`src/evbd_ram.sv`:
```
// evbd_ram: generic simple dual-port RAM, one write and one registered read port.
// No dependencies.
module evbd_ram #(
    parameter int WIDTH = 48,
    parameter int DEPTH = 60
) (
    input  logic                     clk,
    input  logic                     we,
    input  logic [$clog2(DEPTH)-1:0] waddr,
    input  logic [WIDTH-1:0]         wdata,
    input  logic                     re,
    input  logic [$clog2(DEPTH)-1:0] raddr,
    output logic [WIDTH-1:0]         rdata
);

    logic [WIDTH-1:0] mem_reg [DEPTH];
    logic [WIDTH-1:0] rdata_reg;

    always_ff @(posedge clk)
    begin
        if (we)
        begin
            mem_reg[waddr] <= wdata;
        end
        if (re)
        begin
            rdata_reg <= mem_reg[raddr];
        end
    end

    assign rdata = rdata_reg;

endmodule

```
`config.mk`:
```
export PLATFORM = sky130hd
export DESIGN_NAME = evbd_ram
export DESIGN_NICKNAME = d
export VERILOG_FILES = /design/src/evbd_ram.sv
export SDC_FILE = /design/constraint.sdc
export NUM_CORES = 2
export LEC_CHECK = 0
export BUFFER_PORTS_ARGS = -buffer_cell sky130_fd_sc_hd__buf_2
export CORE_UTILIZATION = 40
export DETAILED_ROUTE_END_ITERATION = 7
export HOLD_SLACK_MARGIN = 0.1
export PLACE_DENSITY_LB_ADDON = 0.1
export SLEW_MARGIN = 0
export SYNTH_ARGS = -nofsm -noshare
export SYNTH_HDL_FRONTEND = slang
export SYNTH_SLANG_ARGS = --single-unit
```
`constraint.sdc`:
```
create_clock -name clk -period 5.4 [get_ports clk]
set_input_delay 0.27 -clock clk [delete_from_list [all_inputs] [get_ports clk]]
set_output_delay 0.27 -clock clk [all_outputs]
set_load 0.01 [all_outputs]
```
==> impl_metrics.csv <==
group,metric,value,unit
status,status,"finished clean",
clock_tree,cts_buffers,322,
timing,fin_crit_sh,48.7,%
setup_path,arrival,3.20,ns
cells_and_area,multi_input_area,22200,um2
routing,ant_nets,0,
setup_path,cp_slowest_stage_delay,0.58,ns
clock_tree,path_clk_slew,0.06,ns
yosys,syn-num-nets,4762,
grt,grt_pass1_vias,53900,
yosys,ys.flop_type,"edfxtp_1",
setup_path,cp-start-kind,"input pin",
setup_path,cp_data_required_time,5.97,ns
timing,fmax,0.380,GHz
routing,m1WireLength,144000,um
routing,top_layer_used,"met5",
timing,tightest_slew,1.28,ns
cells_and_area,ff_latch_area,87900,um2
placed_design,dpl_worst_slack,1.86,ns
routing,dr.pass1.iters,5,
clock_tree,cts-htree-levels,5,
clock_tree,cts-root-buf,"clkbuf_16",
placed_design,placed_area,117000,um2
clock_tree,cts_tree,"built",
routing,dr_total_vias,53500,
min_path,hold_depth,3,
routing,drt_iter0_drc,6098,
power_and_ir_drop,power_density,382,nW/um2
setup_path,endpoint_kind,"flop",
clock_tree,cts_resized,0,
die,pin_count,111,
yosys,netlist_instances,4699,
power_and_ir_drop,p_leak,0.0395,uW
routing,drc_errors,0,
min_path,hold_path_end,"rdata[41]",
min_path,hold_class,"in2reg",
timing,max-slew-margin-rel,12.7,%
timing,tns,0,ns
setup_path,regToRegSetupSlack,3.23,ns
grt,grt_max_degree,93,
cells_and_area,design_area,127000,um2
timing,maxSlewViolCount,0,
setup_path,r2r-start,"mem_reg[47][37]",
setup_path,worstPathMaxFanout,85,
timing,period_needed,2.63,ns
die,chipHeight,529,um
die,die_w,529,um
die,rows,193,
grt,grt_pass1_wl,459000,um
grt,overflow,0,
routing,wl_met3,20700,um
routing,wl_met2,164000,um
setup_path,worstSetupStartpoint,"raddr[0]",
power_and_ir_drop,irDropWorstVdd,0.000266,V
yosys,synth_enable_flop_cells,2928,
yosys,synthesis.area,111000,um2
clock_tree,cts_max_path_buffers,4,
clock_tree,cts.sinks,2928,
timing,hold_violations,0,
yosys,async_flop_share,0,%
timing,setup_viol,0,
cells_and_area,fillers,23100,
cells_and_area,largest_register_ffs,2880,
clock_tree,postCtsSetupBuffers,0,
clock_tree,ctsHoldBuffers,14,
yosys,synth-warning-count,0,
placed_design,post-dp-hpwl,181000,um
yosys,syn_area_per_cell,23.6,um2
die,die-area,280000,um2
yosys,synth_seq_cells,2928,
setup_path,crit_chain,"buf_12 > buf_4 > buf_4 > mux4_2 > mux4_2 > nand2_1 > nand3_1",
setup_path,cp_slowest_cell,"mux4_2",
die,initial_core_util,40.2,%
cells_and_area,area_growth,14.8,%
setup_path,critPathKind,"in2reg",
die,core,276000,um2
timing,finClkSkew,0.0374,ns
grt,antenna_found_initial,32,
grt,grtUsageTotal,24.1,%
routing,wl,336000,um
setup_path,reg2reg_depth,4,
placed_design,portBuffers,110,
timing,final.setup.worst_slack,2.77,ns
cells_and_area,drive_above_1_share,29.0,%
clock_tree,clock_latency,0.87,ns
timing,grt_setup_unrepaired,"no",
setup_path,r2r-end,"rdata[37]",
min_path,min_from,"raddr[3]",
routing,vias_per_cell,5.93,
yosys,yosysUniqueCellTypes,41,
placed_design,place.gp.congestion,0.743,
routing,wl_per_cell,37.2,um
job,drv_cap,0,
cells_and_area,nets,5136,
yosys,seq_area_frac_synth,79.2,%
-- metal layers --
| metal | global-route usage (%) | up-vias |
|---|---|---|
| met4 | 5.18 | 10 |
| met5 | 0 | - |
| met3 | 3.68 | 459 |
| li1 | - | 21000 |
| met1 | 34.1 | 30000 |
| met2 | 39.4 | 1993 |
-- synth_stat cells (6+ instances only) --
cell type	count	share of area, %
nand3_1	28	0.13
o221ai_1	18	0.14
nor2_1	88	0.30
buf_4	45	0.30
nor3_1	8	0.036
a211oi_1	17	0.11
nand2b_1	8	0.045
clkbuf_1	117	0.40
nor2b_1	23	0.13
buf_6	22	0.22
o21ai_1	12	0.054
edfxtp_1	2928	79
o21ai_0	36	0.16
a221oi_1	9	0.071
mux4_2	735	15
o211ai_1	27	0.18
o22ai_1	22	0.12
nand2_1	71	0.24
mux2i_1	123	1.1
buf_2	61	0.28
a22o_1	35	0.28
o22a_1	6	0.047
a21oi_1	93	0.42
a31oi_1	12	0.068
a22oi_1	91	0.62
a2111oi_0	11	0.087
buf_1	17	0.057
o211a_1	8	0.072
-- layout make-up --
type,count,share of cell area (%)
sequential,2928,69.0
multi-input combinational,1506,17.4
clock buffer,404,6.70
tap,3705,3.64
timing repair buffer,314,2.10
clock inverter,163,1.12
antenna,8,0.0157
inverter,1,0.00295
-- worst max-delay path, delay by kind of cell --
kind	cells	cell delay (ns)
AND/OR/NAND/NOR	2	0.19
buffers and inverters	3	1.40
multiplexers	2	1.05
-- cells in the final DEF, fill, tap and decap left out, drive strengths merged, types with 4 or more instances in the layout --
cell type,n
dlygate4sd3,14
mux4,735
a21oi,93
a22o,35
a31oi,12
a22oi,91
clkinvlp,7
clkinv,129
edfxtp,2928
nand3b,4
buf,300
bufinv,23
a211oi,17
o211ai,27
nand2b,8
nand2,71
nor2,88
nor3,8
mux2,4
o22ai,22
o21ai,48
a221oi,9
o211a,8
or3,4
clkbuf,404
diode,8
a2111oi,11
mux2i,123
inv,5
o22a,6
nor2b,23
o221ai,18
nand3,28
-- stage by stage --
step / hold slack (ns) / cells / utilization (%) / power, uW
2_1_floorplan: 0.369 / 4699 / - / 27000
3_3_place_gp: 0.685 / 8437 / 42.4 / 28000
3_5_place_dp: 0.693 / 8440 / 42.5 / 28100
4_1_cts: 0.100 / 9021 / 46.1 / 49100
5_1_grt: 0.129 / 9022 / 46.1 / 50000
6_report: 0.154 / 9029 / 46.1 / 48700
-- logic make-up (layout without fill, tap and decap cells) --
logic type      count (synthesis)  after routing  synth area share, %
mux                           862            862                 16.1
flops                        2928           2928                 79.2
simple gates                  243            243                0.983
other cells                     0              8                    0
compound gates                401            401                 2.47
buf+inv                       265            882                 1.27
-- report_power, final --
group	internal, uW	total, uW	leakage [uW]	switching, uW
clock	12300	21100	0.00486	8840
sequential	25200	25300	0.0264	97.2
combinational	808	2230	0.00826	1420
-- worst max path at each step --
stage                     endpoint  slack [ns]  cells past startpoint
floorplan           mem_reg[32][0]        0.70                      4
global placement          rdata[3]        1.62                      5
detailed placement        rdata[5]        1.86                      7
CTS                      rdata[47]        2.78                      7
global route              rdata[5]        2.64                      7
finish                   rdata[47]        2.77                      7
Note: power is estimated with default switching activity, not from simulation.
