==> src/evbd_fifo.sv <==
// evbd_fifo: small register-based show-ahead queue with occupancy count.
// No dependencies.
module evbd_fifo #(
    parameter int WIDTH = 48,
    parameter int DEPTH = 4
) (
    input  logic                       clk,
    input  logic                       rst_n,
    input  logic                       push,
    input  logic [WIDTH-1:0]           wdata,
    input  logic                       pop,
    output logic [WIDTH-1:0]           rdata,
    output logic                       empty,
    output logic                       full,
    output logic [$clog2(DEPTH+1)-1:0] count
);

    localparam int AW = (DEPTH > 1) ? $clog2(DEPTH) : 1;
    localparam int CW = $clog2(DEPTH + 1);

    logic [WIDTH-1:0] mem_reg [DEPTH];
    logic [AW-1:0]    wr_ptr_reg;
    logic [AW-1:0]    rd_ptr_reg;
    logic [CW-1:0]    count_reg;
    logic             do_push;
    logic             do_pop;

    assign empty   = (count_reg == '0);
    assign full    = (count_reg == CW'(DEPTH));
    assign count   = count_reg;
    assign rdata   = mem_reg[rd_ptr_reg];
    assign do_push = push && !full;
    assign do_pop  = pop && !empty;

    always_ff @(posedge clk or negedge rst_n)
    begin
        if (!rst_n)
        begin
            wr_ptr_reg <= '0;
            rd_ptr_reg <= '0;
            count_reg  <= '0;
        end
        else
        begin
            if (do_push)
            begin
                wr_ptr_reg <= (wr_ptr_reg == AW'(DEPTH - 1)) ? '0 : wr_ptr_reg + 1'b1;
            end
            if (do_pop)
            begin
                rd_ptr_reg <= (rd_ptr_reg == AW'(DEPTH - 1)) ? '0 : rd_ptr_reg + 1'b1;
            end
            if (do_push && !do_pop)
            begin
                count_reg <= count_reg + 1'b1;
            end
            else if (do_pop && !do_push)
            begin
                count_reg <= count_reg - 1'b1;
            end
        end
    end

    always_ff @(posedge clk)
    begin
        if (do_push)
        begin
            mem_reg[wr_ptr_reg] <= wdata;
        end
    end

endmodule

==> config.mk <==
export PLATFORM = sky130hd
export DESIGN_NAME = evbd_fifo
export DESIGN_NICKNAME = d
export VERILOG_FILES = /design/src/evbd_fifo.sv
export SDC_FILE = /design/constraint.sdc
export NUM_CORES = 1
export LEC_CHECK = 0
export ABC_AREA = 1
export BUFFER_PORTS_ARGS = -buffer_cell sky130_fd_sc_hd__buf_2
export CAP_MARGIN = 10
export CORE_MARGIN = 2
export CORE_UTILIZATION = 42
export CTS_CLUSTER_DIAMETER = 40
export DETAILED_ROUTE_END_ITERATION = 10
export GPL_TIMING_DRIVEN = 0
export SLEW_MARGIN = 20
export SYNTH_ARGS = -nofsm -noshare
export SYNTH_HDL_FRONTEND = slang
export SYNTH_SLANG_ARGS = --single-unit
==> constraint.sdc <==
create_clock -name clk -period 4.9 [get_ports clk]
set_input_delay 0.245 -clock clk [delete_from_list [all_inputs] [get_ports clk]]
set_output_delay 0.245 -clock clk [all_outputs]
set_load 0.02 [all_outputs]
==> impl_metrics.yaml <==
synth:
  ys_ff_latch: 199
  synth_area_per_cell_um2: 13.3
  yosysUniqueCellTypes: 17
  synth_area_leader_cell: "edfxtp_1"
  synth_edf_count: 192
  synthMuxAreaShare: 0
  ys_top_cells_by_area: "edfxtp_1, nand2_1, o211ai_1"
  yosysWarnings: 0
  synthArstFlopShare: 0.0352
  yosys.area_share.simple: 0.0797
  synthTopCellsByCount: "edfxtp_1, nand2_1, inv_1"
  ys.flop_type: "edfxtp_1"
  yosys.area_share.adder: 0.0115
  synth_cells: 622
  synth_top_family_by_area: "compound AO/OA/AOI/OAI gates"
  synth_xor_area_frac: 0.00106
  synth_top_area_frac: 0.695
  syn-num-nets: 681
  syn-cell-area_um2: 8290
  yosysSeqAreaShare: 0.717
  synth_most_common_cell: "edfxtp_1"
  synth_compound_area_frac: 0.104
cells_and_area:
  stdcell_area_um2: 9940
  largest_register_ff_count: 192
  area_delta_synth_final_pct: 19.9
  post-route-util: 0.512
  layout.nets: 813
  drive_above_1_share: 0.267
route:
  drt_first_pass_iters: 5
  first_iter_violations: 466
  drcViolationCount: 0
  wl_per_cell_um: 17.4
  viasPerCell: 4.91
  num_vias: 5071
  drt_wl_total_mm: 18.0
  antenna_left: 0
hold_path:
  worstHoldStart: "wdata[9]"
  worstHoldPathType: "input pin to register"
clock_tree:
  htreeDepth: 4
  cts.path.max_buffers: 2
  cts_tree: "done"
  clock-sinks: 199
  cts_buffers: 17
  clkTransAtPathRegs_ns: 0.07
  insertion_delay_ns: 0.42
  cts-root-buf: "clkbuf_16"
  post_cts_resized: 0
worst_setup_path:
  critPathLaunchType: "register"
  cp-end-kind: "register"
  crit_chain: "inv_1 -> nand3_1 -> nand2_1 -> nor2_4 -> buf_16 -> buf_16"
  path_class: "register to register"
  cpMaxStageDelayCell: "nor2_4"
  cp-startpoint: "count[0]$_DFFE_PN0P_"
  arrival_ns: 2.46
  r2r_setup_slack_ns: 2.57
  cp.required_ns: 5.03
  r2r_cells: 6
  r2r_end: "mem_reg[1][4]$_DFFE_PP_"
  crit_path_max_fanout: 18
  max_stage_delay_ns: 0.62
  r2r_start: "count[0]$_DFFE_PN0P_"
  endpoint: "mem_reg[1][4]$_DFFE_PP_"
  cpMostUsedCell: "buf_16"
sta:
  layout_setup_ws_ns: 2.57
  slew_viol_final: 0
  layout_worst_path_cycle_share: 0.475
  fin_worst_skew_ns: 0.00651
  holdWs_ns: 0.0341
  worst-slew-pin-transition_ns: 0.658
  rsz0062_at_grt: "false"
  fmax_ghz: 0.430
  period_needed_ns: 2.33
  setup_viol: 0
  hold_viol_final: 0
  max_slew_margin: 0.560
power:
  total_power_mw: 6.27
  p_leak_nw: 4.03
  power_frac_seq: 0.372
  comb_power_share: 0.416
  ir_drop_uv: 298
  internal-power_mw: 3.88
  clkPwrFrac: 0.212
  p_sw_frac: 0.382
  p_sw_mw: 2.40
  power.density_nw_per_um2: 631
placement:
  io_buffer_count: 104
  dp_worst_setup_slack_ns: 2.55
  dp_hpwl_mm: 11.8
  placed_area_um2: 9360
  place.gp.congestion: 0.724
global_routing:
  grt_pass1_wl_mm: 27.4
  antenna_found_initial: 0
  track_usage: 0.178
  grt_max_degree: 23
  grt_pass1_vias: 5080
  overflow: 0
die:
  rows: 51
  dieArea_um2: 20900
  fp.dieW_um: 144
  core_area_um2: 19400
  start_util: 0.427
  io_pins: 105
  die_h_um: 144
run:
  cap_violations: 0
run_status:
  status: "finished clean"
[layout make-up]
| cell class | count | area [um2] |
|---|---|---|
| well taps | 265 | 332 |
| flip-flops and latches | 199 | 5940 |
| plain buffers | 33 | 304 |
| clock buffers | 19 | 433 |
| inverters | 112 | 420 |
| clock inverters | 13 | 131 |
| diodes | 1 | 2.50 |
| fillers | 1690 | 9460 |
| repair buffers | 113 | 721 |
| multi-input cells | 278 | 1660 |
[cell families (layout without fill, tap and decap cells)]
kind of cell             count (synthesis)  count (layout)
AO/OA/AOI/OAI                           97              97
XOR/XNOR                                 1               1
adder cells (fa/ha/maj)                  7               7
buffers and inverters                  145             290
flip-flops                             199             199
other                                    0               1
AND/OR/NAND/NOR                        173             173
[worst max-delay path: cells and delay by family (launching register included)]
kind | cells | cell delay (ns)
and+or+nand+nor | 3 | 1.06
DFF | 1 | 0.44
buffers and inverters | 3 | 0.51
[cell usage in the layout (no fill, tap or decap), types with 2 or more instances in the layout]
cell | synthesis | layout
o211ai_1 | 69 | 69
ha_1 | 6 | 6
clkinvlp_4 | 0 | 3
buf_2 | 9 | 113
buf_16 | 0 | 4
buf_4 | 3 | 3
clkbuf_1 | 0 | 2
nand3_1 | 7 | 7
nand2_1 | 159 | 159
edfxtp_1 | 192 | 192
clkinv_1 | 0 | 2
o211ai_2 | 27 | 27
inv_1 | 111 | 111
buf_12 | 0 | 4
clkinv_4 | 0 | 2
clkinv_2 | 0 | 3
dfrtp_1 | 7 | 7
clkbuf_16 | 0 | 17
nor2_1 | 6 | 2
nor2_4 | 0 | 4
bufinv_16 | 0 | 2
buf_6 | 21 | 21
[how the worst min path moves through the flow]
stage	endpoint	slack, ns	depth (start not counted)
global placement	wr_ptr_reg[0]$_DFFE_PN0P_	0.08	1
floorplan	count[0]$_DFFE_PN0P_	-0.05	0
detailed placement	count[0]$_DFFE_PN0P_	0.09	1
CTS	mem_reg[3][28]$_DFFE_PP_	0.01	1
global route	mem_reg[0][9]$_DFFE_PP_	0.01	1
finish	mem_reg[3][9]$_DFFE_PP_	0.03	1
[power groups by stage]
stage | clock network, mW | logic [mW] | registers (mW)
floorplan | 0 | 1.67 | 2.38
global placement | 0 | 2.48 | 2.40
detailed placement | 0 | 2.65 | 2.37
CTS | 1.35 | 2.66 | 2.33
global route | 1.43 | 2.84 | 2.36
finish | 1.33 | 2.61 | 2.33
[through the flow]
| stage | std cells | TNS (ns) |
|---|---|---|
| floorplan | 622 | 0 |
| finish | 1033 | 0 |
| detailed placement | 999 | 0 |
| global route | 1032 | 0 |
| global placement | 991 | -34.03 |
| CTS | 1032 | 0 |
[routing by layer]
metal | wire (um) | up-vias | GRT usage
li1 | - | 2415 | -
met1 | 7680 | 2536 | 0.221
met2 | 9220 | 106 | 0.308
met3 | 900 | 14 | 0.0454
met4 | 196 | 0 | 0.0516
met5 | 0 | - | 0
[what timing repair did]
action | 4_1_cts | 5_1_grt
hold endpoints to repair | 7 | 0
setup buffers | 0 | 0
hold buffers | 1 | 0
Note: power is estimated with default switching activity, not from simulation.
