`src/evbd_pkg.sv`:
```
// evbd_pkg: shared widths, register indexes, reset values, structs and states
// for the energy variance beat detector. No dependencies.
package evbd_pkg;

    localparam int MAG_W    = 16;
    localparam int SQ_W     = 32;
    localparam int ENERGY_W = 48;
    localparam int REG_W    = 24;
    localparam int MULT_W   = 32;
    localparam int VAR_W    = 64;
    localparam int REG_IDX_W = 1;

    localparam int FRAME_Q_DEPTH  = 4;
    localparam int RESULT_Q_DEPTH = 2;

    localparam logic [REG_IDX_W-1:0] REG_VARIANCE_SLOPE   = 1'd0;
    localparam logic [REG_IDX_W-1:0] REG_THRESHOLD_OFFSET = 1'd1;

    localparam logic [REG_W-1:0] SLOPE_RESET  = 24'd1685193;
    localparam logic [REG_W-1:0] OFFSET_RESET = 24'd99236;

    localparam logic [MULT_W-1:0] MULT_POS_SAT = 32'h7FFF_FFFF;
    localparam logic [MULT_W-1:0] MULT_NEG_SAT = 32'h8000_0000;

    typedef struct packed {
        logic [REG_W-1:0] variance_slope;
        logic [REG_W-1:0] threshold_offset;
    } evbd_cfg_t;

    typedef struct packed {
        logic             start;
        logic [VAR_W-1:0] dividend;
    } evbd_div_req_t;

    typedef struct packed {
        logic             busy;
        logic             done;
        logic [VAR_W-1:0] quotient;
    } evbd_div_rsp_t;

    typedef struct packed {
        logic                     beat;
        logic [ENERGY_W-1:0]      frame_energy;
        logic [ENERGY_W-1:0]      history_mean;
        logic signed [MULT_W-1:0] multiplier;
    } evbd_result_t;

    localparam int RESULT_W = $bits(evbd_result_t);

    typedef enum logic [3:0] {
        ST_IDLE,
        ST_SUM,
        ST_MEAN_DIV,
        ST_VAR,
        ST_VAR_DIV,
        ST_SLOPE,
        ST_MULT,
        ST_CMP_MUL,
        ST_CMP,
        ST_DONE
    } evbd_state_t;

endpackage

```
`src/evbd_div.sv`:
```
// evbd_div: divider by a constant, one quotient byte per cycle by reciprocal
// multiplication of the partial remainder window. Depends on evbd_pkg.
module evbd_div import evbd_pkg::*; #(
    parameter int DIVISOR = 60
) (
    input  logic          clk,
    input  logic          rst_n,
    input  evbd_div_req_t req,
    output evbd_div_rsp_t rsp
);

    localparam int DIGIT_W = 8;
    localparam int DIGITS  = VAR_W / DIGIT_W;
    localparam int RW      = $clog2(DIVISOR);
    localparam int VW      = RW + DIGIT_W;
    localparam int SH      = VW + RW;
    localparam int MW      = VW + 1;
    localparam int PW      = VW + MW;
    localparam int CNT_W   = $clog2(DIGITS);
    // ceil(2^SH / DIVISOR): floor(window / DIVISOR) is exact for any window < 2^VW
    localparam logic [MW-1:0] RECIP = MW'((2 ** SH + DIVISOR - 1) / DIVISOR);

    logic [VAR_W-1:0]   dvd_reg;
    logic [VAR_W-1:0]   dvd_next;
    logic [RW-1:0]      rem_reg;
    logic [RW-1:0]      rem_next;
    logic [VW-1:0]      window;
    logic [PW-1:0]      prod;
    logic [DIGIT_W-1:0] q_digit;
    logic [VW-1:0]      q_times_d;
    logic [VW-1:0]      diff;
    logic [CNT_W-1:0]   cnt_reg;
    logic               busy_reg;
    logic               done_reg;

    assign window    = {rem_reg, dvd_reg[VAR_W-1 -: DIGIT_W]};
    assign prod      = PW'(window) * PW'(RECIP);
    assign q_digit   = prod[SH +: DIGIT_W];
    assign q_times_d = VW'(q_digit) * VW'(DIVISOR);
    assign diff      = window - q_times_d;
    assign rem_next  = diff[RW-1:0];
    assign dvd_next  = {dvd_reg[VAR_W-DIGIT_W-1:0], q_digit};

    assign rsp.busy     = busy_reg;
    assign rsp.done     = done_reg;
    assign rsp.quotient = dvd_reg;

    always_ff @(posedge clk or negedge rst_n)
    begin
        if (!rst_n)
        begin
            busy_reg <= 1'b0;
            done_reg <= 1'b0;
            cnt_reg  <= '0;
        end
        else
        begin
            done_reg <= 1'b0;
            if (req.start)
            begin
                busy_reg <= 1'b1;
                cnt_reg  <= '0;
            end
            else if (busy_reg)
            begin
                cnt_reg <= cnt_reg + 1'b1;
                if (cnt_reg == CNT_W'(DIGITS - 1))
                begin
                    busy_reg <= 1'b0;
                    done_reg <= 1'b1;
                end
            end
        end
    end

    always_ff @(posedge clk)
    begin
        if (req.start)
        begin
            dvd_reg <= req.dividend;
            rem_reg <= '0;
        end
        else if (busy_reg)
        begin
            dvd_reg <= dvd_next;
            rem_reg <= rem_next;
        end
    end

endmodule

```
`config.mk`:
```
export PLATFORM = sky130hd
export DESIGN_NAME = evbd_div
export DESIGN_NICKNAME = d
export VERILOG_FILES = /design/src/evbd_pkg.sv /design/src/evbd_div.sv
export SDC_FILE = /design/constraint.sdc
export NUM_CORES = 1
export LEC_CHECK = 0
export BUFFER_PORTS_ARGS = -buffer_cell sky130_fd_sc_hd__buf_2
export CAP_MARGIN = 20
export CORE_ASPECT_RATIO = 1.4
export CORE_MARGIN = 2
export CORE_UTILIZATION = 47
export DETAILED_ROUTE_END_ITERATION = 6
export PLACE_DENSITY = 0.72
export SLEW_MARGIN = 10
export SYNTH_ARGS = -nofsm -noshare
export SYNTH_HDL_FRONTEND = slang
export SYNTH_SLANG_ARGS = --single-unit
```
`constraint.sdc`:
```
create_clock -name clk -period 7.7 [get_ports clk]
set_input_delay 1.155 -clock clk [delete_from_list [all_inputs] [get_ports clk]]
set_output_delay 1.155 -clock clk [all_outputs]
set_load 0.02 [all_outputs]
```
==> run summary <==
Status = finished, final reports clean
ANT cells = 0
Number of synthesis warnings = 0
Startpoint Class = flop
# placed instances = 687
Maxcap violations = 0
Worst-Skew Late Latency = 0.33 ns
Die height = 131 um
EDFF count, synth = 64
Avg Vias per Cell = 5.27
Post-Syn Nets = 605
ANT nets after route = 0
Die ar. = 12500 um2
Cell Rows = 46
Reg area = 2170 um2
DIE WIDTH = 95.0 um
Share of the synthesized area in the top cell type = 35.3%
Root Buffer = clkbuf_16
RSZ-0062 raised after global routing = no
Max Fclk = 159 MHz
TritonRoute pass-1 iters = 4
Slew Limit Fails = 0
Max FFs per register = 64
Slew headroom = 31.1%
Largest net degree at the start of global routing = 90
Avg WL per Cell = 18.0 um
Final Setup Violations = 0
Worst-Margin Slew = 1.03 ns
FF+latch count, synth = 75
Sink Count = 75
WHS Endpoint = cnt_reg[2]$_DFFE_PN0P_
Hold Crit Depth = 2
Multi-input logic area = 3010 um2
CTS tree = built
Setup TNS = 0 ns
Overflow after GRT = 0
Global Route Usage Sum = 21.4%
Post-synthesis cell count = 426
# DRC = 0
Final WL = 12.6 mm
Post-DP HPWL = 9.94 mm
Most frequent cells after synthesis = 91 x ha_1, 64 x edfxtp_1, 57 x mux2_2, 52 x inv_1, 21 x fa_1
Crit path arrival time = 6.46 ns
Clock Pin Slew Worst Setup and Hold Paths = 0.06 ns
Post-CTS Resized = 0
Vias in the first global route = 4120
Main synth FF type = edfxtp_1
Register area share after synthesis = 39.8%
Crit end category = flop
Most common cell on crit path = ha_1
Fin crit share = 81.6%
Top-count cell post-synth = ha_1
Final nets = 733
Hold_sp = cnt_reg[2]$_DFFE_PN0P_
Core ar. = 11300 um2
Crit Path Max Fanout = 7
Final Skew = 0.00793 ns
Initial antenna violation count = 0
Setup Fix Bufs, Post-CTS = 0
GPL Wtd Cong = 0.873
Worst r2r path cells = 25
Avg Cell Area, Syn = 12.8 um2
Clock Path Buffers = 2
IO buf count = 132
Layout cell share with drive strength beyond 1 = 39.2%
H-tree depth = 3
Crit path kind = reg -> reg
Post-route insts no fill = 703
Netlist Area Pre-Place = 5450 um2
Main area contributors after synthesis = edfxtp_1 35%, ha_1 21%, mux2_2 12%
First-pass GRT wire length = 20.4 mm
Total CTS buffers = 9
Flop2flop setup slack = 1.41 ns
Area growth, synth to finish = 20.6%
Starting density of the core = 48.0%
Hold crit path type = reg -> reg
CTS Hold Buffers Added = 0
IO Count = 133
Fillers = 926
DRT iter0 DRCs = 143
Unique masters post-synth = 49
Crit-path slowest cell = edfxtp_1
Synth area leader = edfxtp_1
Worst reg2reg endpoint = rem_reg[5]$_SDFFE_PP0P_
Fin. Hold Viols = 0
WP data required = 7.88 ns
Vias after detailed routing = 3707
Ys async rst share = 6.67%
Max incr delay on CP = 0.54 ns
Worst r2r src = dvd_reg[61]$_DFFE_PP_
Min Tclk post-route = 6.29 ns
-- worst max-delay path by stage --
stage | startpoint | to | slack (ns) | cells past startpoint
detailed placement | dvd_reg[61]$_DFFE_PP_ | rem_reg[5]$_SDFFE_PP0P_ | 1.44 | 25
global placement | dvd_reg[61]$_DFFE_PP_ | rem_reg[5]$_SDFFE_PP0P_ | 1.67 | 25
global route | dvd_reg[61]$_DFFE_PP_ | rem_reg[5]$_SDFFE_PP0P_ | 0.97 | 25
floorplan | dvd_reg[61]$_DFFE_PP_ | rem_reg[5]$_SDFFE_PP0P_ | 1.84 | 25
finish | dvd_reg[61]$_DFFE_PP_ | rem_reg[5]$_SDFFE_PP0P_ | 1.41 | 25
CTS | dvd_reg[61]$_DFFE_PP_ | rem_reg[5]$_SDFFE_PP0P_ | 1.42 | 25
-- layout make-up --
cell class,instances,share of cell area (%)
Multi-Input combinational cell,282,45.8
Sequential cell,75,33.0
Timing Repair Buffer,133,10.2
Clock buffer,9,3.43
Inverter,53,3.03
Tap cell,144,2.74
Clock inverter,7,1.85
-- cells in the final DEF, fill, tap and decap left out, types with 3 or more instances in the layout --
cell type  count
dfxtp_1        6
clkbuf_16      9
fa_1          21
a211oi_1       4
ha_1          91
a21oi_1       12
o211ai_1       4
nand2_1       11
nor2b_1        3
mux2i_1        7
buf_2        131
inv_1         52
mux2_2        57
dfrtp_1        5
nor3_1         7
edfxtp_1      64
nor2_1        12
bufinv_16      3
o21ai_1        4
xnor2_1        7
nand4_1        4
o21a_1         4
-- metrics by stage --
step	cell area, um2	setup slack, ns	util (%)	hold slack (ns)
6_report	6570	1.41	57.9	0.544
5_1_grt	6570	0.974	57.9	0.565
4_1_cts	6570	1.42	57.9	0.548
3_5_place_dp	6220	1.44	54.9	0.532
3_3_place_gp	6220	1.67	54.9	0.505
2_1_floorplan	5450	1.84	-	0.490
-- worst max-delay path: cells and delay by family, from the launching register on --
family                   cells  cell delay, ns
flip-flops                   1            0.54
multiplexers                 1            0.15
adder cells (fa/ha/maj)     10            3.23
XOR/XNOR                     2            0.67
AO/OA/AOI/OAI                5            0.77
buffers and inverters        4            0.30
AND/OR/NAND/NOR              3            0.45
-- cells by family after synthesis --
kind of cell | count (synthesis) | share of synthesized area [%]
adder cells (fa/ha/maj) | 112 | 28.6
flip-flops | 75 | 39.8
buffers and inverters | 69 | 5.03
multiplexers | 65 | 13.3
AND/OR/NAND/NOR | 48 | 4.55
AO/OA/AOI/OAI | 45 | 6.11
XOR/XNOR | 12 | 2.57
-- metal layers --
layer | track usage, % | share of wire [%] | up-vias
li1 | - | - | 1795
met4 | 6.60 | 1.9 | 0
met1 | 23.5 | 37 | 1782
met5 | 0 | 0 | -
met2 | 39.2 | 56 | 112
met3 | 5.33 | 5.0 | 18
Power is not shown: default switching activity piles up to over one toggle a cycle in this logic, so the estimate is an artifact.
