[src/evbd_pkg.sv]
// evbd_pkg: shared widths, register indexes, reset values, structs and states
// for the energy variance beat detector. No dependencies.
package evbd_pkg;

    localparam int MAG_W    = 16;
    localparam int SQ_W     = 32;
    localparam int ENERGY_W = 48;
    localparam int REG_W    = 24;
    localparam int MULT_W   = 32;
    localparam int VAR_W    = 64;
    localparam int REG_IDX_W = 1;

    localparam int FRAME_Q_DEPTH  = 4;
    localparam int RESULT_Q_DEPTH = 2;

    localparam logic [REG_IDX_W-1:0] REG_VARIANCE_SLOPE   = 1'd0;
    localparam logic [REG_IDX_W-1:0] REG_THRESHOLD_OFFSET = 1'd1;

    localparam logic [REG_W-1:0] SLOPE_RESET  = 24'd1685193;
    localparam logic [REG_W-1:0] OFFSET_RESET = 24'd99236;

    localparam logic [MULT_W-1:0] MULT_POS_SAT = 32'h7FFF_FFFF;
    localparam logic [MULT_W-1:0] MULT_NEG_SAT = 32'h8000_0000;

    typedef struct packed {
        logic [REG_W-1:0] variance_slope;
        logic [REG_W-1:0] threshold_offset;
    } evbd_cfg_t;

    typedef struct packed {
        logic             start;
        logic [VAR_W-1:0] dividend;
    } evbd_div_req_t;

    typedef struct packed {
        logic             busy;
        logic             done;
        logic [VAR_W-1:0] quotient;
    } evbd_div_rsp_t;

    typedef struct packed {
        logic                     beat;
        logic [ENERGY_W-1:0]      frame_energy;
        logic [ENERGY_W-1:0]      history_mean;
        logic signed [MULT_W-1:0] multiplier;
    } evbd_result_t;

    localparam int RESULT_W = $bits(evbd_result_t);

    typedef enum logic [3:0] {
        ST_IDLE,
        ST_SUM,
        ST_MEAN_DIV,
        ST_VAR,
        ST_VAR_DIV,
        ST_SLOPE,
        ST_MULT,
        ST_CMP_MUL,
        ST_CMP,
        ST_DONE
    } evbd_state_t;

endpackage

[src/evbd_front.sv]
// evbd_front: takes bin words, squares and accumulates frame energy, queues
// the finished frame energy. Depends on evbd_pkg.
module evbd_front import evbd_pkg::*; (
    input  logic                                 clk,
    input  logic                                 rst_n,
    input  logic                                 push,
    input  logic [MAG_W-1:0]                     magnitude,
    input  logic                                 last_bin,
    output logic                                 full,
    input  logic [$clog2(FRAME_Q_DEPTH+1)-1:0]   fq_count,
    output logic                                 fq_push,
    output logic [ENERGY_W-1:0]                  fq_energy
);

    localparam int QCW = $clog2(FRAME_Q_DEPTH + 1);

    logic                accept;
    logic [SQ_W-1:0]     sq_reg;
    logic                vld_s1_reg;
    logic                last_s1_reg;
    logic [ENERGY_W-1:0] acc_reg;
    logic [ENERGY_W:0]   acc_sum;
    logic [ENERGY_W-1:0] acc_next;

    // one slot kept free for a last bin still in the square stage
    assign full   = (fq_count >= QCW'(FRAME_Q_DEPTH - 1));
    assign accept = push && !full;

    assign acc_sum  = {1'b0, acc_reg} + (ENERGY_W + 1)'(sq_reg);
    assign acc_next = acc_sum[ENERGY_W] ? '1 : acc_sum[ENERGY_W-1:0];

    assign fq_push   = vld_s1_reg && last_s1_reg;
    assign fq_energy = acc_next;

    always_ff @(posedge clk or negedge rst_n)
    begin
        if (!rst_n)
        begin
            vld_s1_reg  <= 1'b0;
            last_s1_reg <= 1'b0;
            acc_reg     <= '0;
        end
        else
        begin
            vld_s1_reg  <= accept;
            last_s1_reg <= last_bin;
            if (vld_s1_reg)
            begin
                acc_reg <= last_s1_reg ? '0 : acc_next;
            end
        end
    end

    always_ff @(posedge clk)
    begin
        if (accept)
        begin
            sq_reg <= SQ_W'(magnitude) * SQ_W'(magnitude);
        end
    end

endmodule

[config.mk]
export PLATFORM = sky130hd
export DESIGN_NAME = evbd_front
export DESIGN_NICKNAME = d
export VERILOG_FILES = /design/src/evbd_pkg.sv /design/src/evbd_front.sv
export SDC_FILE = /design/constraint.sdc
export NUM_CORES = 1
export LEC_CHECK = 0
export ABC_CLOCK_PERIOD_IN_PS = 3100
export BUFFER_PORTS_ARGS = -buffer_cell sky130_fd_sc_hd__clkbuf_2
export CAP_MARGIN = 15
export CORE_MARGIN = 2
export CORE_UTILIZATION = 64
export DETAILED_ROUTE_END_ITERATION = 6
export GPL_ROUTABILITY_DRIVEN = 0
export PLACE_DENSITY = 0.86
export RECOVER_POWER = 50
export SYNTH_ARGS = -nofsm -noshare
export SYNTH_HDL_FRONTEND = slang
export SYNTH_SLANG_ARGS = --single-unit
[constraint.sdc]
create_clock -name clk -period 3.1 [get_ports clk]
set_input_delay 0.155 -clock clk [delete_from_list [all_inputs] [get_ports clk]]
set_output_delay 0.155 -clock clk [all_outputs]
set_load 0.01 [all_outputs]
==> results of run 1 <==
[metrics by stage]
stage | setup TNS (ns) | util | worst slack [ns]
floorplan | -45.72 | - | -2.62
global placement | -53.72 | 0.762 | -2.70
detailed placement | -57.91 | 0.762 | -2.88
CTS | -47.78 | 0.858 | -2.28
[cell families after synthesis]
family / count (synthesis)
compound gates: 275
xor+xnor: 68
fa+ha+maj: 297
buf+inv: 313
flops: 81
mux: 4
simple gates: 368
[per-layer routing]
| metal | track usage | GRT overflow |
|---|---|---|
| met2 | 0.942 | 52 |
| met1 | 0.778 | 1 |
| met3 | 0.679 | 1 |
| met5 | 0.276 | 0 |
| met4 | 0.808 | 56 |
[what timing repair did]
action,in CTS
pin swaps,72
gates resized for setup,246
hold buffers,2
setup endpoints to repair,78
buffers inserted,56
endpoints found under the hold margin,23
cloned,5
==> summary.md, run 1 <==
| Metric | Value |
|---|---|
| Yosys reg bits | `81` |
| Area share of and/or/nand/nor cells after synthesis | `0.141` |
| All-Layer GR Usage | `0.793` |
| Initial core utilization | `0.651` |
| Port Buffers | `72` |
| Post-synthesis compound-gate area fraction | `0.151` |
| CTS Buf Count | `9` |
| Xor-xnor portion of the synthesized cell area | `0.0472` |
| Post-Synth Adder-Cell Area | `0.391` |
| Synth top cells by count | `inv_1, fa_1, nand2_1, ha_1, a21oi_1` |
| Post-synth EDFFs | `31` |
| Crit. endpoint post-GRT repair | `sq_reg[31]$_DFFE_PP_/D` |
| Post-synth top area cell | `fa_1` |
| Std-Cell Rows | `51` |
| Average size of a mapped cell | `roughly 9.0 sq um` |
| Largest family of logic cells by synthesized area | `adder cells` |
| Syn_nets | `approximately 1700` |
| Post-synthesis mux area share | `0.00347` |
| Clock Path Buffers | `2` |
| Die outline height | `roughly 140 um` |
| Dpl cells | `1886` |
| Share of the synthesized area in the top cell type | `0.257` |
| Synth unique cells | `72` |
| Cell Area, Synth | `between 10000 and 15000 sq um` |
| Synth Instances | `approximately 1400` |
| Outcome | `aborted with a tool error` |
| GRT overflow | `between 100 and 150` |
| Ys Warns | `0` |
| Die Width | `about 140 um` |
| Largest net degree at the start of global routing | `33` |
| Most numerous cell in the Yosys netlist | `inv_1` |
| Failed at | `5_1_grt` |
| CTS Sinks | `81` |
| Ys async rst share | `0.617` |
| Area after DPL | `14800 sq um` |
| Register area share after synthesis | `0.173` |
| H-Tree Depth | `3` |
| IO Count | `73` |
| Dpl hpwl | `about 28000 um` |
| Root Buffer Master | `clkbuf_16` |
| Synth area leaders | `fa_1, ha_1, dfrtp_1` |
| Stop err | `[ERROR GRT-0232] Routing congestion too high. Check the congestion heatmap in the GUI.` |
| WEP type | `register input` |
| Synth Flop Type | `dfrtp_1` |
==> run 2, diff against run 1 <==
Settings changed: CORE_UTILIZATION 64 to 40, PLACE_DENSITY 0.86 to unset, PLACE_DENSITY_LB_ADDON set to 0.15.
==> summary.md, run 2 <==
| Metric | Value |
|---|---|
| Outcome | `finished, violations left` |
| Failing checks | `max-capacitance violations, max-slew violations, negative setup slack` |
| Final setup vio count | `82` |
| Final ANT Viol Nets | `0` |
| Kind of critical path | `input pin to flop` |
| Synth Instances | `1406` |
| FILL cells | `around 2700` |
| Met3 WL | `roughly 800 um` |
| Yosys reg bits | `81` |
| Period utilization | `1.71` |
| Clk_skew | `0.0106 ns` |
| Syn_nets | `around 1700` |
| Post-synth EDFFs | `31` |
| First-pass GRT wire length | `between 50000 and 60000 um` |
| Clk pin slew, worst setup/hold paths | `0.06 ns` |
| Commonest non-fill, non-tap cell in the layout | `buf_4` |
| Via density | `around 5.0` |
| Register area share after synthesis | `0.173` |
| Wl on met1 | `between 15000 and 20000 um` |
| Vias in the first global route | `between 10000 and 15000` |
| Drt wl/cell | `roughly 16 um` |
| Core area | `roughly 31000 sq um` |
| # diodes | `0` |
| Layout area overhead | `42.2%` |
| FF-to-FF Start | `sq_reg[0]` |
| TritonRoute pass-1 iters | `5` |
| Largest net degree at the start of global routing | `~50` |
| Final nets | `2056` |
| Post-synth top area cell | `fa_1` |
| Share of the synthesized area in the top cell type | `0.257` |
| Hold_sp | `magnitude[0]` |
| FF-to-FF path depth | `16` |
| Slew Limit Fails | `33` |
| CTS Buf Count | `9` |
| Average size of a mapped cell | `approximately 9.0 sq um` |
| F_max | `about 190 MHz` |
| Total die area | `33000 sq um` |
| Synth top cells by count | `inv_1, fa_1, nand2_1, ha_1, a21oi_1` |
| CP Capture Type | `flop` |
| WP data arrival | `between 5 and 6 ns` |
| Layout cells sized above 1 | `0.376` |
| Drt drc | `0` |
| Synth area leaders | `fa_1, ha_1, dfrtp_1` |
| Hold Crit Depth | `2` |
| DRT Wirelength | `roughly 34000 um` |
| Die outline height | `roughly 180 um` |
| CTS Sinks | `81` |
| Via Count | `around 11000` |
| Reg2reg setup slack | `-0.20 ns` |
| Final setup margin | `-2.20 ns` |
| Slew @ Worst Pin | `about 1.7 ns` |
| Synth Flop Type | `dfrtp_1` |
| Port Buffers | `72` |
| Hold WC Path Type | `input pin to flop` |
| Rel. slew slack | `-0.162` |
| Worst Hold End | `sq_reg[0]` |
| Reg2reg end | `acc_reg[35]` |
| Post-route cell area | `roughly 18000 sq um` |
| Most numerous cell in the Yosys netlist | `inv_1` |
| Initial core utilization | `0.403` |
| Root Buffer Master | `clkbuf_16` |
| Area after DPL | `around 15000 sq um` |
| Maxcap violations | `1` |
| Final worst path period need | `5.30 ns` |
| CTS tree | `done` |
| Initial antenna violation count | `0` |
| Clock insertion delay at the later pin of the skew report | `about 0.34 ns` |
| Crit Path Max Fanout | `5` |
| Ys Warns | `0` |
| Top Layer Used | `met4` |
| Startpoint Class | `input pin` |
| H-Tree Depth | `3` |
| Dpl hpwl | `approximately 27000 um` |
| Max FFs per register | `48` |
| Commonest non-fill, non-tap cells in the layout | `buf_4, inv_1, fa_1, ha_1, nand2_1` |
| Synth unique cells | `between 70 and 80` |
| Ys async rst share | `0.617` |
| RSZ-0062 raised after global routing | `true` |
| GRT overflow | `0` |
| Cell Area, Synth | `approximately 13000 sq um` |
| Final Hold Viols | `0` |
| Hold WS | `just over 0.3 ns` |
| Die Width | `182 um` |
| Met2 WL | `16700 um` |
| All-Layer GR Usage | `0.206` |
| 1st-iter DRT viols | `~460` |
| Std-Cell Rows | `65` |
| Req. time, crit path | `3.19 ns` |
| Clock Path Buffers | `2` |
| IO Count | `73` |
run 2: worst max path at each step:
stage,startpoint,to,slack (ns),cells after the start
global placement,magnitude[10],sq_reg[31],-2.76,23
detailed placement,magnitude[10],sq_reg[27],-2.83,21
global route,magnitude[11],sq_reg[31],-2.41,22
floorplan,magnitude[1],sq_reg[31],-2.62,24
finish,magnitude[3],sq_reg[27],-2.20,23
CTS,magnitude[2],sq_reg[31],-2.18,23
run 2: cells by family (layout without fill, tap and decap cells):
logic type      after synthesis  in the layout  synth area share
simple gates                368            368             0.141
buf+inv                     313            648            0.0939
mux                           4              4           0.00347
flops                        81             81             0.173
fa+ha+maj                   297            297             0.391
xor+xnor                     68             68            0.0472
compound gates              275            275             0.151
run 2: layout make-up:
cell class,count,area (sq um),share of cell area
clock buffers,10,229,0.0128
flip-flops and latches,81,2180,0.122
well taps,402,503,0.0280
clock inverters,6,58.8,0.00328
multi-input cells,1012,10700,0.596
repair buffers,375,3310,0.184
inverters,257,971,0.0541
run 2: what timing repair did:
action                                 4_1_cts  5_1_grt
pin swaps                                  104       95
gates resized for setup                    208      260
endpoints found under the hold margin       51        0
gates cloned                                 4        1
buffers inserted                            47       39
setup endpoints to repair                   78       84
hold buffers                                 2        0
run 2: per-stage QoR:
step / worst slack (ns) / TNS, ns / instances / util
after floorplan: -2.62 / -45.72 / 1406 / -
after global placement: -2.76 / -55.10 / 2040 / 0.482
after detailed placement: -2.83 / -56.34 / 2040 / 0.482
after CTS: -2.18 / -47.02 / 2109 / 0.535
after global routing: -2.41 / -62.59 / 2143 / 0.573
final: -2.20 / -52.57 / 2143 / 0.573
run 2: per-layer routing:
layer  vias up  global-route usage
met5         -                   0
met2       173               0.356
li1       5307                   -
met1      5284               0.284
met3        29              0.0150
met4         0              0.0494
run 2: critical path, cell delays in order:
cell      delay (ns)
buf_8           0.08
buf_6           0.12
buf_6           0.10
nand2_4         0.05
fa_1            0.51
inv_2           0.04
fa_2            0.56
inv_2           0.04
fa_2            0.54
fa_1            0.44
fa_1            0.52
fa_1            0.53
inv_2           0.05
ha_4            0.29
nand2_4         0.06
o311ai_4        0.32
a221oi_2        0.11
o21ba_4         0.23
buf_6           0.11
buf_6           0.10
buf_6           0.12
o31ai_4         0.20
xor2_1          0.11
Power of run 2 is left out: the tool's default activity adds up to more than one toggle a clock period on the data nets, which glitch-free logic cannot reach.
